<file path="src/design/lrt_pkg.sv">
// Shared types and constants for the loss range tracker.
package lrt_pkg;

    typedef struct packed {
        logic [31:0] start;
        logic [31:0] length;
        logic [63:0] sample;
        logic [7:0]  reason;
    } t_entry;

    typedef enum logic [2:0] {
        OP_NONE,
        OP_EXTEND,
        OP_FOLD_STEP,
        OP_FOLD_APPLY,
        OP_APPEND,
        OP_SORT_STEP,
        OP_MERGE_STEP,
        OP_POP
    } t_op;

    typedef struct packed {
        t_op  op;
        logic clear_scan;
    } t_cmd;

    typedef struct packed {
        logic ext_hit;
        logic scan_last;
        logic pair_last;
        logic sort_done;
        logic merge_done;
        logic full;
        logic empty;
        logic few;
    } t_status;

endpackage

</file>
<file path="src/design/lrt_ctrl.sv">
// Controller state machine that sequences one transaction through the datapath.
module lrt_ctrl (
    input  logic             i_clk,
    input  logic             i_rst_n,
    input  logic             i_in_valid,
    output logic             o_in_ready,
    input  logic             i_kind,
    input  logic             i_len_zero,
    output logic             o_out_valid,
    input  logic             i_out_ready,
    input  lrt_pkg::t_status i_stat,
    output lrt_pkg::t_cmd    o_cmd,
    output logic             o_capture
);
    localparam logic [2:0] S_IDLE  = 3'd0;
    localparam logic [2:0] S_EXT   = 3'd1;
    localparam logic [2:0] S_FOLD  = 3'd2;
    localparam logic [2:0] S_APP   = 3'd3;
    localparam logic [2:0] S_SORT  = 3'd4;
    localparam logic [2:0] S_MERGE = 3'd5;
    localparam logic [2:0] S_DONE  = 3'd6;
    localparam logic [2:0] S_FAPP  = 3'd7;

    logic [2:0] r_state, n_state;
    logic       r_out_valid, n_out_valid;

    assign o_in_ready  = (r_state == S_IDLE) && !r_out_valid;
    assign o_capture   = i_in_valid && o_in_ready;
    assign o_out_valid = r_out_valid;

    always_comb begin
        n_state     = r_state;
        n_out_valid = r_out_valid;
        o_cmd       = '{op: lrt_pkg::OP_NONE, clear_scan: 1'b0};
        if (r_out_valid && i_out_ready) begin
            n_out_valid = 1'b0;
        end
        unique case (r_state)
            S_IDLE: begin
                if (o_capture) begin
                    o_cmd.clear_scan = 1'b1;
                    if (i_kind) begin
                        o_cmd.op    = lrt_pkg::OP_POP;
                        n_state     = S_DONE;
                    end else if (i_len_zero) begin
                        n_state = S_DONE;
                    end else begin
                        n_state = S_EXT;
                    end
                end
            end
            S_EXT: begin
                if (i_stat.empty) begin
                    n_state = S_APP;
                end else begin
                    o_cmd.op = lrt_pkg::OP_EXTEND;
                    if (i_stat.ext_hit) begin
                        o_cmd.clear_scan = 1'b1;
                        n_state          = S_SORT;
                    end else if (i_stat.scan_last) begin
                        o_cmd.clear_scan = 1'b1;
                        n_state          = i_stat.full ? S_FOLD : S_APP;
                    end
                end
            end
            S_FOLD: begin
                if (i_stat.few) begin
                    n_state = S_APP;
                end else begin
                    o_cmd.op = lrt_pkg::OP_FOLD_STEP;
                    if (i_stat.pair_last) begin
                        n_state = S_FAPP;
                    end
                end
            end
            S_FAPP: begin
                o_cmd.op = lrt_pkg::OP_FOLD_APPLY;
                n_state  = S_APP;
            end
            S_APP: begin
                o_cmd.op         = lrt_pkg::OP_APPEND;
                o_cmd.clear_scan = 1'b1;
                n_state          = S_SORT;
            end
            S_SORT: begin
                if (i_stat.sort_done) begin
                    o_cmd.clear_scan = 1'b1;
                    n_state          = S_MERGE;
                end else begin
                    o_cmd.op = lrt_pkg::OP_SORT_STEP;
                end
            end
            S_MERGE: begin
                if (i_stat.merge_done) begin
                    n_state = S_DONE;
                end else begin
                    o_cmd.op = lrt_pkg::OP_MERGE_STEP;
                end
            end
            S_DONE: begin
                n_out_valid = 1'b1;
                n_state     = S_IDLE;
            end
            default: begin
                n_state = S_IDLE;
            end
        endcase
    end

    always_ff @(posedge i_clk) begin
        if (!i_rst_n) begin
            r_state     <= S_IDLE;
            r_out_valid <= 1'b0;
        end else begin
            r_state     <= n_state;
            r_out_valid <= n_out_valid;
        end
    end
endmodule

</file>
<file path="config.mk">
export PLATFORM = sky130hd
export DESIGN_NAME = lrt_ctrl
export DESIGN_NICKNAME = d
export VERILOG_FILES = /design/src/design/lrt_pkg.sv /design/src/design/lrt_ctrl.sv
export SDC_FILE = /design/constraint.sdc
export NUM_CORES = 1
export LEC_CHECK = 0
export ABC_AREA = 1
export BUFFER_PORTS_ARGS = -buffer_cell sky130_fd_sc_hd__buf_2
export CORE_AREA = 3 3 40 42
export DETAILED_ROUTE_END_ITERATION = 8
export DIE_AREA = 0 0 43 45
export PLACE_DENSITY = 0.58
export SYNTH_ARGS = -nofsm -noshare
export SYNTH_HDL_FRONTEND = slang
export SYNTH_SLANG_ARGS = --single-unit
</file>
<file path="constraint.sdc">
create_clock -name i_clk -period 1.48 [get_ports i_clk]
set_input_delay 0.074 -clock i_clk [delete_from_list [all_inputs] [get_ports i_clk]]
set_output_delay 0.074 -clock i_clk [all_outputs]
set_load 0.05 [all_outputs]
</file>
After elaboration in Yosys (flattened, before gate mapping)
Cells that the tools add are included.
{ "op_classes": {"eq_ne": 12, "reduce_logical": 7, "n_mux": 25} }
{ "ops": {"columns": ["cell", "n"], "rows": [
  ["3-bit 2-to-1 mux", 13],
  ["3-bit one-hot mux with 8 select lines", 1],
  ["3-bit one-hot mux with 7 select lines", 1],
  ["3-bit equality test (second input constant)", 4],
  ["3-bit by 2-bit equality test with 1-bit output (second input constant)", 2],
  ["1-bit 2-to-1 mux", 6],
  ["2-bit inequality test (second input constant)", 3],
  ["5-bit AND reduction", 1],
  ["2-bit 2-to-1 mux", 2],
  ["4-bit 2-to-1 mux", 1],
  ["4-bit inequality test (second input constant)", 1],
  ["1-bit one-hot mux with 4 select lines", 1],
  ["3-bit by 1-bit equality test with 1-bit output (second input constant)", 1],
  ["1-bit logical AND", 3],
  ["3-bit zero test", 1],
  ["3-bit inequality test (second input constant)", 1],
  ["2-bit nonzero test", 1],
  ["1-bit zero test", 1]
]} }
{ "word_totals": {"regBits": 4, "output_inout_bits": 7, "input_bits": 14, "wordCells": 46} }

Depth between registers and ports, before layout
Gate-level depths: netlist (run 1).
{ "logic_depth": {"depth_word": 5, "depth_mapped": 10, "depth_no_buf": 9} }

Worst setup path before layout (run 1)
OpenSTA, ideal clock, no wires.
{ "synth_timing": {"path_kind": "register -> output", "from": "reg r_state[0]", "to": "out o_cmd[0] in the netlist's numbering", "path_buffers": 1, "t_required_ns": 1.406, "path_slack_ns": -0.902, "arrival_ns": 2.308, "path_stages_with_launch": 9, "cell_sequence": "dfxtp_1 > buf_6 > nor2_2 > nand2_1 > nor2_1 > nand2_1 > inv_2 > nor2_1 > o21ai_0"} }
{ "synth_lines": {"columns": ["element", "line", "text"], "rows": [
  ["start, declared", "lrt_ctrl.sv:24", "logic [2:0] r_state, n_state;"],
  ["start signal, assigned", "lrt_ctrl.sv:115", "r_state <= n_state;"],
  ["end, declared", "lrt_ctrl.sv:12", "output lrt_pkg::t_cmd o_cmd,"]
]} }

==> impl_metrics.yaml, run 1 <==
setup_path:
  worstPathArrival_ns: 1.37
  crit_required_ns: 1.41
  worstPathMaxFanout: 6
  crit_path_start_kind: "flop"
  crit_start: "r_state[1]"
  critPathMaxStageDelay_ns: 0.36
  r2r_cells: 9
  critPathKind: "reg -> out"
  end_kind: "output port"
  r2r_slack_ns: 0.17
  crit_cells: 8
  worstPathCellList: "nor2_4, nand2_2, nor2_4, nand2_2, clkinv_4, nand2_4, nand4_1, buf_6"
  crit_path_top_delay_cell: "dfxtp_4"
  regToRegStartpoint: "r_state[1]"
  crit_family: "simple AND/OR/NAND/NOR gates"
  cp_num_buf_inv: 2
  r2r_end: "r_state[0]"
yosys:
  syn-num-nets: 94
  yosys_warnings: 0
  avgSynthCellArea_um2: 5.72
  synth_area_um2: 458
  synth_seq_cells: 4
  synthCells: 80
  yosysUniqueCellTypes: 18
  ys_seq_area_share_pct: 17.5
floorplanning:
  core-area_mm2: 0.00128
  die_h_um: 45
  ioPinCount: 21
  die_x_um: 43
  die-area_mm2: 0.00194
  initial_core_util_pct: 35.6
  rows: 13
sta:
  post-route-period-util_pct: 97.7
  fmax_mhz: 692
  finalHoldViolations: 0
  setup_violations: 0
  worst_pin_slew_ns: 0.249
  min_period_ns: 1.45
  fin_skew_ns: 0.00252
  rsz0062_at_grt: "true"
  max_slew_margin_pct: 83.5
  layout_setup_ws_ns: 0.0347
  slew_viol_final: 0
layout:
  mostFrequentLayoutCell: "buf_2"
  final_cell_mix: "16 x buf_2, 14 x nor2_1, 12 x nand2_1"
  post-route-cell-area_um2: 741
  num_antenna_cells: 0
  drive_gt1_share_pct: 51.4
  area_delta_synth_final_pct: 61.7
  nets: 125
  fillers: 129
routing:
  drtIter0Drc: 6
  first_pass_iters: 4
  viasPerCell: 4.86
  drcViolationCount: 0
  routedWlPerCell_um: 10.6
  num_vias: 603
  wirelength_um: 1310
  ant_nets: 0
clock_network:
  clk_latency_ns: 0.23
  htree_levels: 1
  tritoncts: "built"
  clock_sinks: 4
  numCtsBuffers: 3
  clock_path_buffers: 2
  clkTransAtPathRegs_ns: 0.04
  root_buffer: "clkbuf_4"
global_route:
  grt_pass1_vias: 556
  grt_max_degree: 8
  grt_use_total_pct: 14.7
  antenna_found_initial: 0
  grt_pass1_wl_um: 2130
  overflow: 0
hold_path:
  min-delay-start: "i_rst_n"
  min_path_type: "in -> reg"
  min_to: "r_state[2]"
  hold-path-cell-count: 3
power:
  pwr-share-clk_pct: 7.9
  max-vdd-ir-drop_uv: 1340
  p_leak_nw: 0.406
  p_switching_uw: 934
  power.density_mw_per_mm2: 2290
  pwr-share-seq_pct: 14.1
  p_sw_share_pct: 55.1
  p_int_uw: 761
  comb_power_share_pct: 78.0
placed_design:
  hpwl_um: 1050
  gp_congestion: 0.793
  dp_slack_ns: 0.0730
  dpl_cell_area_um2: 626
  port-buffer-count: 20
run_status:
  status: "finished clean"
job:
  cap_viol_max_count: 0
==> worst register-to-register path, cell delays in order (launching register included) <==
cell and delay [ns]:
dfxtp_4 0.38, nor2_4 0.06, buf_4 0.14, nand3_2 0.08
nand2_2 0.06, buf_4 0.13, nor2_2 0.08, nand3_2 0.09
nor2_1 0.12, nor2_1 0.05
==> logic make-up after synthesis <==
logic type	synth area share, %
AO/OA/AOI/OAI	12.3
buffers and inverters	13.9
flip-flops	17.5
AND/OR/NAND/NOR	56.3
==> sequential cells by signal, indices dropped and copies added, names as in the netlist <==
signal	flops
r_state	3
o_out_valid	1
==> timing repair <==
action | 4_1_cts | 5_1_grt
setup buffers | 3 | 3
gates resized for setup | 12 | 7
hold buffers | 0 | 0
setup endpoints to repair | 5 | 5
pin swaps | 1 | 6
endpoints found under the hold margin | 0 | 0
==> cells in the mapped netlist <==
cell / number / area, um2
o2111ai_1: 1 / 8.76
o21bai_1: 1 / 7.51
nor2_1: 16 / 60.1
o21ai_2: 2 / 17.5
inv_2: 4 / 15.0
dfxtp_1: 4 / 80.1
nand4_1: 4 / 25.0
a21boi_0: 1 / 7.51
nand3_1: 8 / 40.0
or2_2: 1 / 6.26
buf_6: 1 / 11.3
nand3_2: 4 / 40.0
nand2_1: 16 / 60.1
inv_1: 10 / 37.5
nor2_2: 3 / 18.8
nand3b_1: 1 / 7.51
o21ai_0: 2 / 10.0
a21oi_1: 1 / 5.00
==> cell type report <==
cell class / instances / area [um2] / share of cell area [%]
multi-input combinational: 61 / 365 / 49.3
timing repair buffer: 27 / 181 / 24.5
sequential: 4 / 92.6 / 12.5
inverter: 14 / 60.1 / 8.11
clock buffer: 3 / 22.5 / 3.04
tap: 15 / 18.8 / 2.53
==> worst max path at each step <==
stage	end	slack, ns
after floorplan	o_cmd[1]	-0.25
after global placement	o_cmd[2]	0.06
after detailed placement	o_cmd[2]	0.07
after CTS	o_cmd[1]	0.002
after global routing	o_cmd[2]	-0.04
final	o_cmd[1]	0.03
==> layer usage <==
metal / GRT usage, % / routed length (um) / vias to the layer above
met1: 16.3 / 583 / 267
li1: - / - / 320
met3: 2.79 / 51 / 2
met2: 26.0 / 660 / 14
met4: 9.04 / 15 / 0
met5: 0 / 0 / -
==> power by group through the flow <==
stage / registers (mW) / logic, mW / clock network [mW]
finish: 0.239 / 1.32 / 0.133
global route: 0.245 / 1.42 / 0.156
CTS: 0.230 / 1.23 / 0.143
detailed placement: 0.228 / 1.09 / 0
global placement: 0.227 / 1.09 / 0
floorplan: 0.206 / 0.918 / 0
==> per-stage QoR <==
stage	setup TNS, ns	std cells	utilization (%)	power [mW]	hold slack [ns]
after floorplan	-0.578	80	-	1.12	0.194
after global placement	0	115	48.7	1.31	0.317
after detailed placement	0	115	48.7	1.31	0.326
after CTS	0	121	54.5	1.60	0.0687
after global routing	-0.125	124	57.6	1.82	0.0824
final	0	124	57.6	1.70	0.0768
No activity file was read; power rests on OpenSTA's default activity.
==> inputs of run 2 (changes only) <==
--- a/config.mk
+++ b/config.mk
@@ -6,11 +6,12 @@
 export NUM_CORES = 1
 export LEC_CHECK = 0
 export ABC_AREA = 1
-export BUFFER_PORTS_ARGS = -buffer_cell sky130_fd_sc_hd__buf_2
 export CORE_AREA = 3 3 40 42
 export DETAILED_ROUTE_END_ITERATION = 8
 export DIE_AREA = 0 0 43 45
-export PLACE_DENSITY = 0.58
+export DONT_BUFFER_PORTS = 1
+export PLACE_DENSITY = 0.44
+export SLEW_MARGIN = 30
 export SYNTH_ARGS = -nofsm -noshare
 export SYNTH_HDL_FRONTEND = slang
 export SYNTH_SLANG_ARGS = --single-unit
==> impl_metrics.yaml, run 2 (synthesis results as in run 1) <==
sta:
  post-route-period-util_pct: 97.6
  layout_setup_ws_ns: 0.0358
  fin_skew_ns: 0.00259
  slew_viol_final: 0
  worst_pin_slew_ns: 0.465
  min_period_ns: 1.44
  hold_ws_ns: 0.154
  fmax_mhz: 692
  rsz0062_at_grt: "true"
  max_slew_margin_pct: 69.0
  finalHoldViolations: 0
  setup_violations: 0
run_status:
  status: "finished clean"
power:
  power.density_mw_per_mm2: 2420
  p_leak_nw: 0.392
  max-vdd-ir-drop_uv: 924
  power_mw: 1.87
clock_network:
  numCtsBuffers: 3
  clock_sinks: 4
  clkTransAtPathRegs_ns: 0.04
  tritoncts: "built"
  clock_path_buffers: 2
  clk_latency_ns: 0.23
  htree_levels: 1
  root_buffer: "clkbuf_4"
layout:
  final_cell_mix: "14 x buf_4, 13 x nor2_1, 12 x nand2_1"
  largest_reg_flops: 3
  drive_gt1_share_pct: 49.5
  regMostFlops: "r_state"
  post-route-cell-area_um2: 773
  mostFrequentLayoutCell: "buf_4"
  nets: 117
  num_antenna_cells: 0
  area_delta_synth_final_pct: 68.9
floorplanning:
  die-area_mm2: 0.00194
  initial_core_util_pct: 35.6
  die_h_um: 45
  die_x_um: 43
  rows: 13
  core-area_mm2: 0.00128
  ioPinCount: 21
global_route:
  grt_use_total_pct: 16.0
  grt_pass1_wl_um: 2240
  overflow: 0
  grt_pass1_vias: 521
  grt_max_degree: 7
  antenna_found_initial: 0
routing:
  drcViolationCount: 0
  routedWlPerCell_um: 12.3
  wirelength_um: 1430
  first_pass_iters: 4
  num_vias: 568
  viasPerCell: 4.90
  ant_nets: 0
  drtIter0Drc: 11
setup_path:
  critPathKind: "reg -> out"
  worstPathCellList: "buf_4, inv_4, nand3_4, nor2_4, inv_2, o21ai_4, buf_12"
  crit_required_ns: 1.41
  end_kind: "output port"
  crit_path_start_kind: "flop"
  crit_start: "r_state[1]"
  critPathMaxStageDelay_ns: 0.35
  crit_path_top_delay_cell: "dfxtp_4"
  crit_family: "buffers and inverters"
  worstPathArrival_ns: 1.37
  cp_num_buf_inv: 4
  regToRegStartpoint: "r_state[1]"
  worstPathMaxFanout: 3
placed_design:
  dpl_cell_area_um2: 631
  port-buffer-count: 0
  dp_slack_ns: 0.140
  hpwl_um: 1140
  gp_congestion: 0.828
hold_path:
  min_path_type: "in -> reg"
  min-delay-start: "i_kind"
job:
  cap_viol_max_count: 0
-- run 2: cell type report --
type,instances,area (um2)
tap,15,18.8
inverter,14,60.1
sequential,4,88.8
clock buffer,3,22.5
fill,120,512
multi-input combinational,61,398
timing repair buffer,19,185
-- run 2: path summary, 6_finish.rpt --
kind	endpoint	slack [ns]	cells after the start
max	o_cmd[0]	0.04	7
min	r_state[2]	0.15	4
max reg2reg	r_state[0]	0.20	9
min reg2reg	o_out_valid	0.60	3
-- run 2: where the power goes --
part	internal, mW	switching [mW]	leakage, nW	total, mW
registers	0.159	0.0375	0.0348	0.197
logic	0.638	0.905	0.343	1.54
clock network	0.0906	0.0434	0.0138	0.134
-- run 2: through the flow --
step,TNS [ns],util [%],instances
finish,0,60.2,116
global route,-0.0556,60.2,116
CTS,0,55.3,113
detailed placement,0,49.1,104
global placement,0,49.1,104
floorplan,-0.578,-,80
-- run 2: worst min-delay path, cell delays in order --
cell and delay, ns:
o21ai_2 0.06, nand3b_1 0.09, nor2_1 0.05, nor2_1 0.08
-- run 2: per-layer routing --
metal,routed length (um),track usage (%),up-vias
met2,727,26.3,23
met3,81,2.79,2
met5,0,0,-
met1,609,18.5,237
li1,-,-,306
met4,14,12.7,0
-- run 2: timing repair --
item                       4_1_cts  5_1_grt
buffers inserted                 4        3
setup endpoints to repair        4        3
hold endpoints to repair         3        0
pin swaps                        1        9
resized for setup                4       13
hold buffers                     2        0
==> inputs of run 3 (changes only) <==
--- a/config.mk
+++ b/config.mk
@@ -10,6 +10,8 @@
 export DETAILED_ROUTE_END_ITERATION = 8
 export DIE_AREA = 0 0 43 45
 export DONT_BUFFER_PORTS = 1
+export GPL_ROUTABILITY_DRIVEN = 0
+export GPL_TIMING_DRIVEN = 0
 export PLACE_DENSITY = 0.44
 export SLEW_MARGIN = 30
 export SYNTH_ARGS = -nofsm -noshare
==> impl_metrics.yaml, run 3 (synthesis results as in run 1) <==
setup_path:
  crit_path_start_kind: "flop"
  crit_family: "simple AND/OR/NAND/NOR gates"
  critPathKind: "reg -> out"
  crit_start: "r_state[1]"
  worstPathCellList: "nor2_4, nand2_2, nor2_4, nand2_4, clkinv_8, nand2_4, nand4_1"
  crit_path_top_delay_cell: "nand4_1"
  crit_required_ns: 1.41
  critPathMaxStageDelay_ns: 0.39
  worstPathMaxFanout: 5
  regToRegStartpoint: "r_state[1]"
  end_kind: "output port"
  cp_num_buf_inv: 1
  worstPathArrival_ns: 1.80
sta:
  slew_viol_final: 0
  post-route-period-util_pct: 126
  layout_setup_ws_ns: -0.392
  max_slew_margin_pct: 58.1
  fin_skew_ns: 0.00133
  rsz0062_at_grt: "true"
  min_period_ns: 1.87
  worst_pin_slew_ns: 0.626
  finalHoldViolations: 0
  setup_tns_ns: -1.21
  fmax_mhz: 534
  setup_violations: 4
run_status:
  status: "finished with violations"
  violations: "setup timing"
global_route:
  grt_use_total_pct: 15.9
  grt_pass1_wl_um: 2300
  antenna_found_initial: 0
  overflow: 0
  grt_max_degree: 8
  grt_pass1_vias: 567
layout:
  mostFrequentLayoutCell: "nor2_1"
  fillers: 150
  multi_input_area_um2: 380
  layoutNonFillerInstCount: 108
  num_antenna_cells: 0
  final_cell_mix: "14 x nor2_1, 13 x nand2_1, 10 x inv_1"
  drive_gt1_share_pct: 39.8
  seq_area_um2: 87.6
  area_delta_synth_final_pct: 44.5
  regMostFlops: "r_state"
  nets: 109
  largest_reg_flops: 3
placed_design:
  dp_cells: 95
  dp_slack_ns: -0.345
  hpwl_um: 1050
  port-buffer-count: 0
clock_network:
  clk_latency_ns: 0.23
  htree_levels: 1
  numCtsBuffers: 3
  tritoncts: "built"
  root_buffer: "clkbuf_4"
  clkTransAtPathRegs_ns: 0.03
  clock_path_buffers: 2
  clock_sinks: 4
power:
  pwr-share-clk_pct: 8.0
  p_sw_share_pct: 57.6
  p_switching_uw: 909
  power.density_mw_per_mm2: 2390
  comb_power_share_pct: 77.4
  p_leak_nw: 0.342
  pwr-share-seq_pct: 14.6
  p_int_uw: 670
  max-vdd-ir-drop_uv: 967
routing:
  routedWlPerCell_um: 11.8
  wirelength_um: 1270
  first_pass_iters: 4
  drcViolationCount: 0
  num_vias: 539
  drtIter0Drc: 4
  ant_nets: 0
  viasPerCell: 4.99
floorplanning:
  rows: 13
  die_x_um: 43
  initial_core_util_pct: 35.6
  die_h_um: 45
  die-area_mm2: 0.00194
  ioPinCount: 21
  core-area_mm2: 0.00128
hold_path:
  min_path_type: "in -> reg"
  min-delay-start: "i_kind"
job:
  cap_viol_max_count: 0
[run 3: cell types whose count changed in the layout (fill, tap and decap cells not counted), sizes merged]
cell,previous run,this run
buf,17,9
[run 3: final timing paths]
check	end	slack (ns)	depth (start not counted)
setup / recovery	o_cmd[1]	-0.39	7
setup reg to reg	r_state[0]	0.13	9
hold / removal	r_state[2]	0.16	4
hold reg to reg	o_out_valid	0.54	2
[run 3: routing by layer]
| layer | global-route usage [%] | vias up | share of wire, % |
|---|---|---|---|
| li1 | - | 287 | - |
| met1 | 17.5 | 236 | 44 |
| met2 | 27.8 | 14 | 50 |
| met3 | 3.98 | 2 | 5.8 |
| met4 | 9.04 | 0 | 0.71 |
| met5 | 0 | - | 0 |
[run 3: cell type report]
cell class / instances / area share [%]
clock buffer: 3 / 3.40
inverter: 14 / 9.83
multi-input combinational: 61 / 57.5
sequential: 4 / 13.2
tap: 15 / 2.84
timing repair buffer: 11 / 13.2
[run 3: per-stage QoR]
| stage | area [um2] | hold slack (ns) | power [mW] | util, % |
|---|---|---|---|---|
| after floorplan | 510 | 0.194 | 1.12 | - |
| after global placement | 529 | 0.201 | 1.25 | 41.2 |
| after detailed placement | 529 | 0.204 | 1.25 | 41.2 |
| after CTS | 639 | 0.159 | 1.55 | 49.8 |
| after global routing | 662 | 0.190 | 1.71 | 51.5 |
| final | 662 | 0.162 | 1.58 | 51.5 |
[run 3: power by group through the flow]
stage | registers (mW) | logic [mW] | clock network, mW
2_1_floorplan | 0.206 | 0.918 | 0
3_3_place_gp | 0.218 | 1.03 | 0
3_5_place_dp | 0.217 | 1.03 | 0
4_1_cts | 0.216 | 1.20 | 0.135
5_1_grt | 0.238 | 1.33 | 0.142
6_report | 0.230 | 1.22 | 0.126
[run 3: worst reg2reg max path, stage by stage, from the launching register on]
cell and delay, ns:
dfxtp_4 0.36, nor2_4 0.12, nand2_2 0.08, buf_4 0.13, buf_4 0.12, inv_2 0.06
o21ai_2 0.07, a21boi_0 0.14, nor2_1 0.11, nor2_1 0.05
[run 3: timing repair]
action,in CTS,in global routing
hold endpoints to repair,3,0
pin swaps,6,6
setup endpoints to repair,5,8
hold buffers,2,0
buffers inserted,6,3
resized for setup,5,5
